[config.mk]
export PLATFORM = sky130hd
export DESIGN_NAME = alarm_snooze_fsm
export DESIGN_NICKNAME = d
export VERILOG_FILES = /design/src/hw/rtl/alm_pkg.sv /design/src/hw/rtl/alm_cfg.sv /design/src/hw/rtl/alm_in_reg.sv /design/src/hw/rtl/alm_core.sv /design/src/hw/rtl/alarm_snooze_fsm.sv
export SDC_FILE = /design/constraint.sdc
export NUM_CORES = 1
export LEC_CHECK = 0
export BUFFER_PORTS_ARGS = -buffer_cell sky130_fd_sc_hd__buf_2
export CAP_MARGIN = 0
export CORE_MARGIN = 5
export CORE_UTILIZATION = 39
export DETAILED_ROUTE_END_ITERATION = 6
export PLACE_DENSITY = 0.63
export SLEW_MARGIN = 20
export SYNTH_ARGS = -nofsm -noshare
export SYNTH_HDL_FRONTEND = slang
export SYNTH_SLANG_ARGS = --single-unit
export TNS_END_PERCENT = 50
[constraint.sdc]
create_clock -name clk -period 5.6 [get_ports clk]
set_clock_uncertainty 0.15 [all_clocks]
set_input_delay 0.56 -clock clk [delete_from_list [all_inputs] [get_ports clk]]
set_output_delay 0.56 -clock clk [all_outputs]
set_load 0.03 [all_outputs]
[src/hw/rtl/alm_pkg.sv]
package alm_pkg;

  localparam int unsigned HOUR_W   = 5;
  localparam int unsigned MIN_W    = 6;
  localparam int unsigned SEC_W    = 6;
  localparam int unsigned MS_W     = 10;
  localparam int unsigned ACC_W    = 11;
  localparam int unsigned COUNT_W  = 10;
  localparam int unsigned STATUS_W = 3;
  localparam int unsigned CFG_IDX_W  = 3;
  localparam int unsigned CFG_DATA_W = 10;

  localparam logic [COUNT_W-1:0] SNOOZE_LIMIT_RESET = 10'd300;

  typedef enum logic [STATUS_W-1:0] {
    ST_INACTIVE = 3'd0,
    ST_ACTIVE   = 3'd1,
    ST_PLAYING  = 3'd2,
    ST_SNOOZED  = 3'd3,
    ST_SNOOZING = 3'd4,
    ST_OFF      = 3'd5
  } status_t;

  typedef enum logic [CFG_IDX_W-1:0] {
    REG_ENABLED = 3'd0,
    REG_HOUR    = 3'd1,
    REG_MINUTE  = 3'd2,
    REG_SECOND  = 3'd3,
    REG_LIMIT   = 3'd4
  } reg_idx_t;

  typedef struct packed {
    logic               enabled;
    logic [HOUR_W-1:0]  hour;
    logic [MIN_W-1:0]   minute;
    logic [SEC_W-1:0]   second;
    logic [COUNT_W-1:0] snooze_limit_s;
  } cfg_t;

  typedef struct packed {
    logic [HOUR_W-1:0] now_hour;
    logic [MIN_W-1:0]  now_minute;
    logic [SEC_W-1:0]  now_second;
    logic [MS_W-1:0]   elapsed_ms;
    logic              snooze_press;
    logic              off_press;
  } item_t;

endpackage

[src/hw/rtl/alm_cfg.sv]
module alm_cfg (
  input  logic                             clk,
  input  logic                             rst,
  input  logic                             wr_en,
  input  logic [alm_pkg::CFG_IDX_W-1:0]    wr_index,
  input  logic [alm_pkg::CFG_DATA_W-1:0]   wr_data,
  output alm_pkg::cfg_t                    cfg
);

  alm_pkg::cfg_t regs;

  always_ff @(posedge clk) begin
    if (rst) begin
      regs.enabled        <= 1'b0;
      regs.hour           <= '0;
      regs.minute         <= '0;
      regs.second         <= '0;
      regs.snooze_limit_s <= alm_pkg::SNOOZE_LIMIT_RESET;
    end else if (wr_en) begin
      case (wr_index)
        alm_pkg::REG_ENABLED: regs.enabled        <= wr_data[0];
        alm_pkg::REG_HOUR:    regs.hour           <= wr_data[alm_pkg::HOUR_W-1:0];
        alm_pkg::REG_MINUTE:  regs.minute         <= wr_data[alm_pkg::MIN_W-1:0];
        alm_pkg::REG_SECOND:  regs.second         <= wr_data[alm_pkg::SEC_W-1:0];
        alm_pkg::REG_LIMIT:   regs.snooze_limit_s <= wr_data[alm_pkg::COUNT_W-1:0];
        default: ;
      endcase
    end
  end

  assign cfg = regs;

endmodule

[src/hw/rtl/alm_in_reg.sv]
module alm_in_reg (
  input  logic            clk,
  input  logic            rst,
  input  logic            load,
  input  logic            drain,
  input  alm_pkg::item_t  item_in,
  output logic            item_valid,
  output alm_pkg::item_t  item_out
);

  logic           valid;
  alm_pkg::item_t item;

  always_ff @(posedge clk) begin
    if (rst) begin
      valid <= 1'b0;
    end else if (load) begin
      valid <= 1'b1;
    end else if (drain) begin
      valid <= 1'b0;
    end
  end

  always_ff @(posedge clk) begin
    if (load) begin
      item <= item_in;
    end
  end

  assign item_valid = valid;
  assign item_out   = item;

endmodule

[src/hw/rtl/alm_core.sv]
module alm_core #(
  parameter int unsigned MS_PER_SECOND = 1000
) (
  input  logic                           clk,
  input  logic                           rst,
  input  logic                           step,
  input  alm_pkg::item_t                 item,
  input  alm_pkg::cfg_t                  cfg,
  output alm_pkg::status_t               status_new,
  output logic [alm_pkg::COUNT_W-1:0]    seconds_new
);

  localparam logic [alm_pkg::ACC_W-1:0] MS_SEC = alm_pkg::ACC_W'(MS_PER_SECOND);

  alm_pkg::status_t               status;
  alm_pkg::status_t               status_next;
  logic [alm_pkg::ACC_W-1:0]      ms_acc;
  logic [alm_pkg::ACC_W-1:0]      ms_acc_next;
  logic [alm_pkg::COUNT_W-1:0]    sec_count;
  logic [alm_pkg::COUNT_W-1:0]    sec_count_next;

  logic [alm_pkg::ACC_W-1:0]      ms_clamped;
  logic [alm_pkg::ACC_W-1:0]      ms_sum;
  logic                           time_match;

  assign ms_clamped = ({1'b0, item.elapsed_ms} > MS_SEC) ? MS_SEC : {1'b0, item.elapsed_ms};
  assign ms_sum     = ms_acc + ms_clamped;
  assign time_match = (item.now_hour == cfg.hour) && (item.now_minute == cfg.minute) &&
                      (item.now_second == cfg.second);

  always_comb begin
    status_next    = status;
    ms_acc_next    = ms_acc;
    sec_count_next = sec_count;
    if (cfg.enabled) begin
      case (status)
        alm_pkg::ST_INACTIVE: begin
          if (time_match) begin
            status_next    = alm_pkg::ST_ACTIVE;
            ms_acc_next    = '0;
            sec_count_next = '0;
          end
        end
        alm_pkg::ST_ACTIVE: begin
          status_next = alm_pkg::ST_PLAYING;
        end
        alm_pkg::ST_PLAYING: begin
          if (item.snooze_press) begin
            status_next = alm_pkg::ST_SNOOZED;
          end else if (item.off_press) begin
            status_next = alm_pkg::ST_OFF;
          end
        end
        alm_pkg::ST_SNOOZED: begin
          status_next    = alm_pkg::ST_SNOOZING;
          ms_acc_next    = '0;
          sec_count_next = '0;
        end
        alm_pkg::ST_SNOOZING: begin
          if (sec_count >= cfg.snooze_limit_s) begin
            status_next    = alm_pkg::ST_ACTIVE;
            ms_acc_next    = '0;
            sec_count_next = '0;
          end else if (ms_sum > MS_SEC) begin
            sec_count_next = sec_count + 1'b1;
            ms_acc_next    = ms_sum - MS_SEC;
          end else begin
            ms_acc_next = ms_sum;
          end
          if (item.off_press) begin
            status_next = alm_pkg::ST_OFF;
          end
        end
        default: begin
          status_next = alm_pkg::ST_INACTIVE;
        end
      endcase
    end
  end

  always_comb begin
    status_new  = status_next;
    seconds_new = sec_count_next;
  end

  always_ff @(posedge clk) begin
    if (rst) begin
      status    <= alm_pkg::ST_INACTIVE;
      ms_acc    <= '0;
      sec_count <= '0;
    end else if (step) begin
      status    <= status_next;
      ms_acc    <= ms_acc_next;
      sec_count <= sec_count_next;
    end
  end

endmodule

[src/hw/rtl/alarm_snooze_fsm.sv]
// channel  direction  handshake            word
// in       to block   in_valid / in_stall   time of day, elapsed_ms, buttons
// out      from block out_valid / out_stall alarm_status, snooze_seconds
// cfg      to block   cfg_valid / cfg_ready cfg_index, cfg_data
//
// one word per cycle while in_stall is low
// a result passes the input register and then the result register around the status update
// in_stall rises only while a result waits under out_stall with a word behind it
// cfg_ready is always high; rst is synchronous and restores snooze limit 300
module alarm_snooze_fsm #(
  parameter int unsigned MS_PER_SECOND = 1000
) (
  input  logic                              clk,
  input  logic                              rst,
  input  logic                              in_valid,
  output logic                              in_stall,
  input  logic [alm_pkg::HOUR_W-1:0]        now_hour,
  input  logic [alm_pkg::MIN_W-1:0]         now_minute,
  input  logic [alm_pkg::SEC_W-1:0]         now_second,
  input  logic [alm_pkg::MS_W-1:0]          elapsed_ms,
  input  logic                              snooze_press,
  input  logic                              off_press,
  output logic                              out_valid,
  input  logic                              out_stall,
  output logic [alm_pkg::STATUS_W-1:0]      alarm_status,
  output logic [alm_pkg::COUNT_W-1:0]       snooze_seconds,
  input  logic                              cfg_valid,
  output logic                              cfg_ready,
  input  logic [alm_pkg::CFG_IDX_W-1:0]     cfg_index,
  input  logic [alm_pkg::CFG_DATA_W-1:0]    cfg_data
);

  alm_pkg::cfg_t                  cfg;
  alm_pkg::item_t                 in_item;
  alm_pkg::item_t                 stage_item;
  logic                           stage_valid;
  logic                           stage_fire;
  logic                           out_free;
  logic                           in_fire;
  alm_pkg::status_t               status_new;
  logic [alm_pkg::COUNT_W-1:0]    seconds_new;
  logic                           out_vld;
  alm_pkg::status_t               out_status;
  logic [alm_pkg::COUNT_W-1:0]    out_seconds;

  assign cfg_ready = 1'b1;

  alm_cfg u_cfg (
    .clk      (clk),
    .rst      (rst),
    .wr_en    (cfg_valid),
    .wr_index (cfg_index),
    .wr_data  (cfg_data),
    .cfg      (cfg)
  );

  assign in_item.now_hour     = now_hour;
  assign in_item.now_minute   = now_minute;
  assign in_item.now_second   = now_second;
  assign in_item.elapsed_ms   = elapsed_ms;
  assign in_item.snooze_press = snooze_press;
  assign in_item.off_press    = off_press;

  assign out_free   = !out_vld || !out_stall;
  assign stage_fire = stage_valid && out_free;
  assign in_stall   = stage_valid && !out_free;
  assign in_fire    = in_valid && !in_stall;

  alm_in_reg u_in_reg (
    .clk        (clk),
    .rst        (rst),
    .load       (in_fire),
    .drain      (stage_fire),
    .item_in    (in_item),
    .item_valid (stage_valid),
    .item_out   (stage_item)
  );

  alm_core #(
    .MS_PER_SECOND (MS_PER_SECOND)
  ) u_core (
    .clk         (clk),
    .rst         (rst),
    .step        (stage_fire),
    .item        (stage_item),
    .cfg         (cfg),
    .status_new  (status_new),
    .seconds_new (seconds_new)
  );

  always_ff @(posedge clk) begin
    if (rst) begin
      out_vld <= 1'b0;
    end else if (out_free) begin
      out_vld <= stage_valid;
    end
  end

  always_ff @(posedge clk) begin
    if (stage_fire) begin
      out_status  <= status_new;
      out_seconds <= seconds_new;
    end
  end

  assign out_valid      = out_vld;
  assign alarm_status   = out_status;
  assign snooze_seconds = out_seconds;

`ifndef SYNTHESIS
  // no timing is left over once the alarm rings again
  a_count_clear: assert property (@(posedge clk) disable iff (rst)
    out_vld && (out_status == alm_pkg::ST_ACTIVE || out_status == alm_pkg::ST_PLAYING ||
                out_status == alm_pkg::ST_SNOOZED) |-> out_seconds == '0)
    else $error("snooze count not cleared outside a snooze");

  a_stall_cause: assert property (@(posedge clk) disable iff (rst)
    in_stall |-> out_vld && out_stall)
    else $error("input stalled without a blocked result");

  a_drain: assert property (@(posedge clk) disable iff (rst)
    out_vld && !out_stall && !stage_valid |=> !out_vld)
    else $error("result repeated after being taken");
`endif

endmodule
==> impl_metrics.tcl, run 1 <==
set metrics [dict create \
    status "complete, no violations" \
    pwr-share-comb_pct 7.6 \
    drtPass1Iterations 7 \
    cts_sinks 96 \
    cts_tree "yes" \
    placed_area_sq_um 5458 \
    place_congestion 0.8933 \
    area_delta_synth_final_pct 14.96 \
    ys_ff_latch 96 \
    hold_path_class "primary input to register" \
    critPathKind "register to register" \
    ys_warn_count 0 \
    ioPinCount 63 \
    clock.fmax_ghz 0.2379 \
    finalHoldViolations 0 \
    layout-drive-gt1-share_pct 17.25 \
    cts-resized-gates 0 \
    io_buffers 61 \
    p_per_area_nw_per_um2 258.0 \
    synth.cell_area_sq_um 5009 \
    switching_share_pct 25.07 \
    p_leak_nw 2.320 \
    cts_buffer_depth 2 \
    wl_per_cell_um 15.03 \
    final_area_sq_um 5758 \
    synth_edf_count 42 \
    synth_top_area_share_pct 25.18 \
    die_area_sq_um 15210 \
    vias_per_cell 5.307 \
    cts_max_level 3 \
    setup.worst_path.start_class "register" \
    die_h_um 123.3 \
    grtUsageTotal_pct 15.44 \
    timing.final.max_slew_violations 0 \
    seq_power_share_pct 51.5 \
    cts_root_buf "clkbuf_16" \
    synth_top_cell_by_area "edfxtp_1" \
    drc_errors 0 \
    power.internal_mw 1.113 \
    dr_total_vias 3927 \
    seq_area_frac_synth_pct 46.76 \
    timing.slew.headroom_pct 34.19 \
    period_minus_slack_ns 4.203 \
    power_mw 1.485 \
    cts.reportedPaths.clkPinSlew_ns 0.07 \
    arrival_ns 4.17 \
    switching_power_mw 0.3723 \
    grt-ovfl-total 0 \
    cts_buffers 9 \
    drtAntennaViolNets 0 \
    dp_worst_setup_slack_ns 1.403 \
    syn_nets 583 \
    grt_first_pass_wirelength_mm 18.36 \
    cts_setup_buffers 0 \
    fin_setup_tns_ns 0 \
    drt-initial-drc-count 235 \
    cts_hold_buf 0 \
    antenna_found_initial 0 \
    clkPwrFrac_pct 40.9 \
    min_period_over_period_pct 75.05 \
    tightest_slew_ns 0.9835 \
    clk_latency_ns 0.35 \
    grt_max_degree 35 \
    rows 41 \
    syn_inst 513 \
    cp_max_fo 10 \
    synthTopCellsByArea "edfxtp_1 25%, dfxtp_1 22%, ha_1 5.5%" \
    worst_ir_drop_vdd_v 0.0001749 \
    fillers 1265 \
    start_util_pct 39.69 \
    endpoint_kind "register" \
    async_flop_share_pct 0 \
    dieWidth_um 123.3 \
    syn_avg_cell_area_sq_um 9.763 \
    totalWireLength_mm 11.12 \
    timing.max_cap.violations 0 \
    grt_pass1_vias 3838 \
    fin_ws_ns 1.397 \
    final_util_pct 45.63 \
    setup_viol 0 \
    synth_cell_types 62 \
    cp.required_ns 5.57 \
    grt_setup_unrepaired "false" \
    finalNetCount 633 \
    core-area_sq_um 12620 \
    synth_flop_cell "dfxtp_1" \
    hpwlAfterDp_mm 8.236 \
    antenna_cells 0 \
]
final cells by class:
| class | instances | area, sq um | share of cell area (%) |
|---|---|---|---|
| clock buffer | 9 | 225.2 | 3.911 |
| clock inverter | 7 | 70.07 | 1.217 |
| inverter | 19 | 71.32 | 1.239 |
| multi-input combinational | 372 | 2499 | 43.39 |
| sequential | 96 | 2342 | 40.68 |
| tap | 172 | 215.2 | 3.738 |
| timing repair buffer | 65 | 335.3 | 5.824 |
critical path, cell delays in order, from the launching register on:
cell and delay [ns]:
edfxtp_1 0.38, o31a_1 0.29, o21ai_0 0.26, and2_1 0.22, ha_1 0.25, a211o_1 0.34
o21ai_0 0.13, xor2_1 0.54, ha_1 0.34, nor2_1 0.10, o2111ai_4 0.15, nand2_1 0.28
a32o_1 0.32, a31o_2 0.21
stage by stage:
step,hold WS (ns),std cells
3_5_place_dp,0.2976,724
6_report,0.2257,740
5_1_grt,0.2104,740
2_1_floorplan,0.2815,513
4_1_cts,0.2128,740
3_3_place_gp,0.2969,724
synthesized netlist by cell type, drive strengths merged, types with 4 or more instances:
cell type and number:
nand3 16, and3 4, nor3 10, a31oi 7, nor2 41, a21o 7
a32o 5, o21a 5, and2 7, mux2i 19, a31o 4, a21oi 29
o211ai 11, xnor2 20, o311ai 7, a32oi 5, nand4 7, xor2 8
ha 22, edfxtp 42, dfxtp 54, o21ai 19, clkbuf 23, nor2b 4
inv 18, nand2 64
power by group through the flow:
stage | clock network (mW) | logic (mW) | registers (mW)
4_1_cts | 0.624 | 0.113 | 0.766
6_report | 0.607 | 0.113 | 0.765
5_1_grt | 0.655 | 0.125 | 0.768
3_3_place_gp | 0 | 0.110 | 0.781
2_1_floorplan | 0 | 0.0656 | 0.789
3_5_place_dp | 0 | 0.113 | 0.782
registers in the layout, indices dropped and copies added (netlist names):
signal / count
out_valid: 1
snooze_seconds: 10
u_in_reg.item_valid: 1
alarm_status: 3
u_core.sec_count: 10
u_in_reg.item_out: 29
u_cfg.cfg: 28
u_core.ms_acc: 11
u_core.status: 3
layer usage:
layer | up-vias | part of all wire [%] | global-route usage, %
met4 | 0 | 2.0 | 6.367
met2 | 77 | 47 | 25.14
met1 | 1845 | 46 | 19.56
li1 | 1985 | - | -
met5 | - | 0 | 0
met3 | 20 | 5.0 | 3.843
worst paths after layout:
kind                                            from                     to  slack, ns  depth (start not counted)
worst max-delay path            u_in_reg.item_out[2]      snooze_seconds[8]       1.40                         13
worst min-delay path                   now_minute[2]  u_in_reg.item_out[20]       0.23                          1
worst max register to register  u_in_reg.item_out[2]      snooze_seconds[8]       1.40                         13
worst min register to register          u_cfg.cfg[9]           u_cfg.cfg[9]       0.31                          2
cell families (layout without fill, tap and decap cells):
family                     after synthesis  count (layout)  share of synthesized area (%)
DFF                                     96              96                          46.76
other                                    1               1                        0.07487
adders and majority gates               23              23                          5.896
buffers and inverters                   45             100                          3.497
xor gates and xnor gates                28              28                          4.896
muxes                                   21              21                          4.247
AOI/OAI and AO/OA                      124             124                          17.94
and+or+nand+nor                        175             175                          16.69
cell usage in the layout, fill, tap and decap left out, drive strengths merged, types with 7 or more instances in the layout:
cell	count
nand3	16
nor2	41
and2	7
dfxtp	54
a21oi	29
xor2	8
a21o	7
o211ai	11
inv	23
o21ai	19
o311ai	7
clkbuf	9
nand4	7
xnor2	20
ha	22
nand2	64
nor3	10
mux2i	19
edfxtp	42
a31oi	7
buf	65
(Power assumes the default switching activity.)
==> run 2, diff against run 1 <==
PLACE_DENSITY = 0.66   (was 0.63)
clock period = 3.8 ns   (was 5.6 ns; I/O delays follow)
==> impl_metrics.tcl, run 2 (synthesis results as in run 1) <==
set metrics [dict create \
    cts_tree "yes" \
    antenna_cells 0 \
    setup.worst_path.start_class "register" \
    crit_slowest_cell "edfxtp_1" \
    tightest_slew_ns 0.5303 \
    wl_per_cell_um 15.19 \
    clock.fmax_ghz 0.2652 \
    cts_max_level 3 \
    switching_share_pct 25.17 \
    final_cell_mix "63 x nand2_1, 61 x buf_2, 54 x dfxtp_1" \
    timing.max_cap.violations 0 \
    final_util_pct 48.30 \
    power_mw 2.208 \
    drtAntennaViolNets 0 \
    hpwlAfterDp_mm 8.608 \
    drtPass1Iterations 5 \
    p_leak_nw 2.486 \
    grt_first_pass_wirelength_mm 19.11 \
    hold_slack_ns 0.04631 \
    cts_sinks 96 \
    arrival_ns 3.72 \
    cts_buffer_depth 2 \
    power.internal_mw 1.652 \
    hold_path_class "primary input to register" \
    die_area_sq_um 15210 \
    timing.slew.headroom_pct 64.52 \
    vias_per_cell 5.338 \
    drc_errors 0 \
    endpoint_kind "register" \
    setup_viol 0 \
    cp-startpoint "u_in_reg.item_out[4]" \
    final_cells 773 \
    rows 41 \
    cp_cell_sequence "o31a_1, o21ai_2, and2_4, ha_4, a211o_4, a2111oi_4, o211ai_2, and4bb_2, o2111ai_4, nand2_2, buf_4, o21ai_0, mux2_2" \
    pwr-share-comb_pct 8.4 \
    period_minus_slack_ns 3.770 \
    clkPwrFrac_pct 40.4 \
    area_delta_synth_final_pct 21.71 \
    p_per_area_nw_per_um2 362.1 \
    cts_root_buf "clkbuf_16" \
    clk_latency_ns 0.36 \
    dieWidth_um 123.3 \
    hp-start "elapsed_ms[4]" \
    cp.required_ns 3.75 \
    dp_cells 752 \
    die_h_um 123.3 \
    dr_total_vias 4126 \
    fillers 1234 \
    totalWireLength_mm 11.74 \
    min_period_over_period_pct 99.21 \
    grt_setup_unrepaired "true" \
    switching_power_mw 0.5556 \
    place_congestion 0.8964 \
    drt-initial-drc-count 284 \
    finalNetCount 666 \
    largest_reg_flops 29 \
    critPathKind "register to register" \
    worst_path_largest_cell_delay_ns 0.39 \
    cts_buffers 9 \
    start_util_pct 39.69 \
    multi_input_area_sq_um 2601 \
    seq_power_share_pct 51.1 \
    layout-drive-gt1-share_pct 24.13 \
    r2r-start "u_in_reg.item_out[4]" \
    final-seq-area_sq_um 2342 \
    ioPinCount 63 \
    cts.reportedPaths.clkPinSlew_ns 0.07 \
    core-area_sq_um 12620 \
    grt_pass1_vias 3981 \
    io_buffers 61 \
    status "complete, no violations" \
    grt-ovfl-total 0 \
    final_common_cell "nand2_1" \
    grtUsageTotal_pct 16.12 \
    fin_ws_ns 0.02984 \
    cp_max_fo 7 \
    antenna_found_initial 0 \
    dp_worst_setup_slack_ns -0.1546 \
    timing.final.max_slew_violations 0 \
    worst_ir_drop_vdd_v 0.0001921 \
    finalHoldViolations 0 \
    grt_max_degree 34 \
]
## run 2: cell count changes in the layout (fill, tap and decap cells not counted), moves of 2 or more
cell / change
o311ai_1: +3
nand3_2: +2
o311ai_0: -5
buf_4: +31
nand3_1: -2
nor2_1: -2
nor2_2: +2
## run 2: metal layers
layer | part of all wire (%) | global-route usage [%] | vias up
met2 | 48 | 26.33 | 130
met1 | 45 | 20.78 | 1912
met4 | 2.7 | 8.028 | 0
met3 | 4.9 | 2.470 | 24
met5 | 0 | 0 | -
li1 | - | - | 2060
## run 2: critical path, delay by kind of cell (launching register included)
kind | cells | cell delay, ns
AOI/OAI and AO/OA | 7 | 1.65
adders and majority gates | 1 | 0.20
buffers and inverters | 1 | 0.14
DFF | 1 | 0.39
muxes | 1 | 0.29
and+or+nand+nor | 3 | 0.70
## run 2: layout make-up
type	instances	area share, %
Clock buffer	10	3.756
Tap cell	172	3.530
Clock inverter	6	0.9442
Multi-Input combinational cell	373	42.67
Timing Repair Buffer	97	9.503
Sequential cell	96	38.42
Inverter	19	1.170
## run 2: worst paths after layout
path / endpoint / depth (start not counted) / slack [ns]
min: u_in_reg.item_out[6] / 1 / 0.05
max reg2reg: snooze_seconds[0] / 13 / 0.03
min reg2reg: u_cfg.cfg[1] / 2 / 0.31
max: snooze_seconds[0] / 13 / 0.03
## run 2: per-stage QoR
step	area (sq um)	setup TNS [ns]
6_report	6096	0
5_1_grt	6096	-0.9163
4_1_cts	5971	0
3_5_place_dp	5668	-0.9729
3_3_place_gp	5668	0
2_1_floorplan	5009	0
## run 2: repair_timing
action	CTS	global route
hold buffers	0	0
gates resized for setup	6	19
setup endpoints to repair	17	22
pin swaps	1	20
setup buffers	0	4
cloned	1	0
## run 2: power by group through the flow
stage / combinational [mW] / sequential [mW] / clock (mW)
5_1_grt: 0.206 / 1.13 / 0.947
3_3_place_gp: 0.175 / 1.15 / 0
2_1_floorplan: 0.0967 / 1.16 / 0
6_report: 0.186 / 1.13 / 0.893
3_5_place_dp: 0.179 / 1.15 / 0
4_1_cts: 0.181 / 1.13 / 0.919
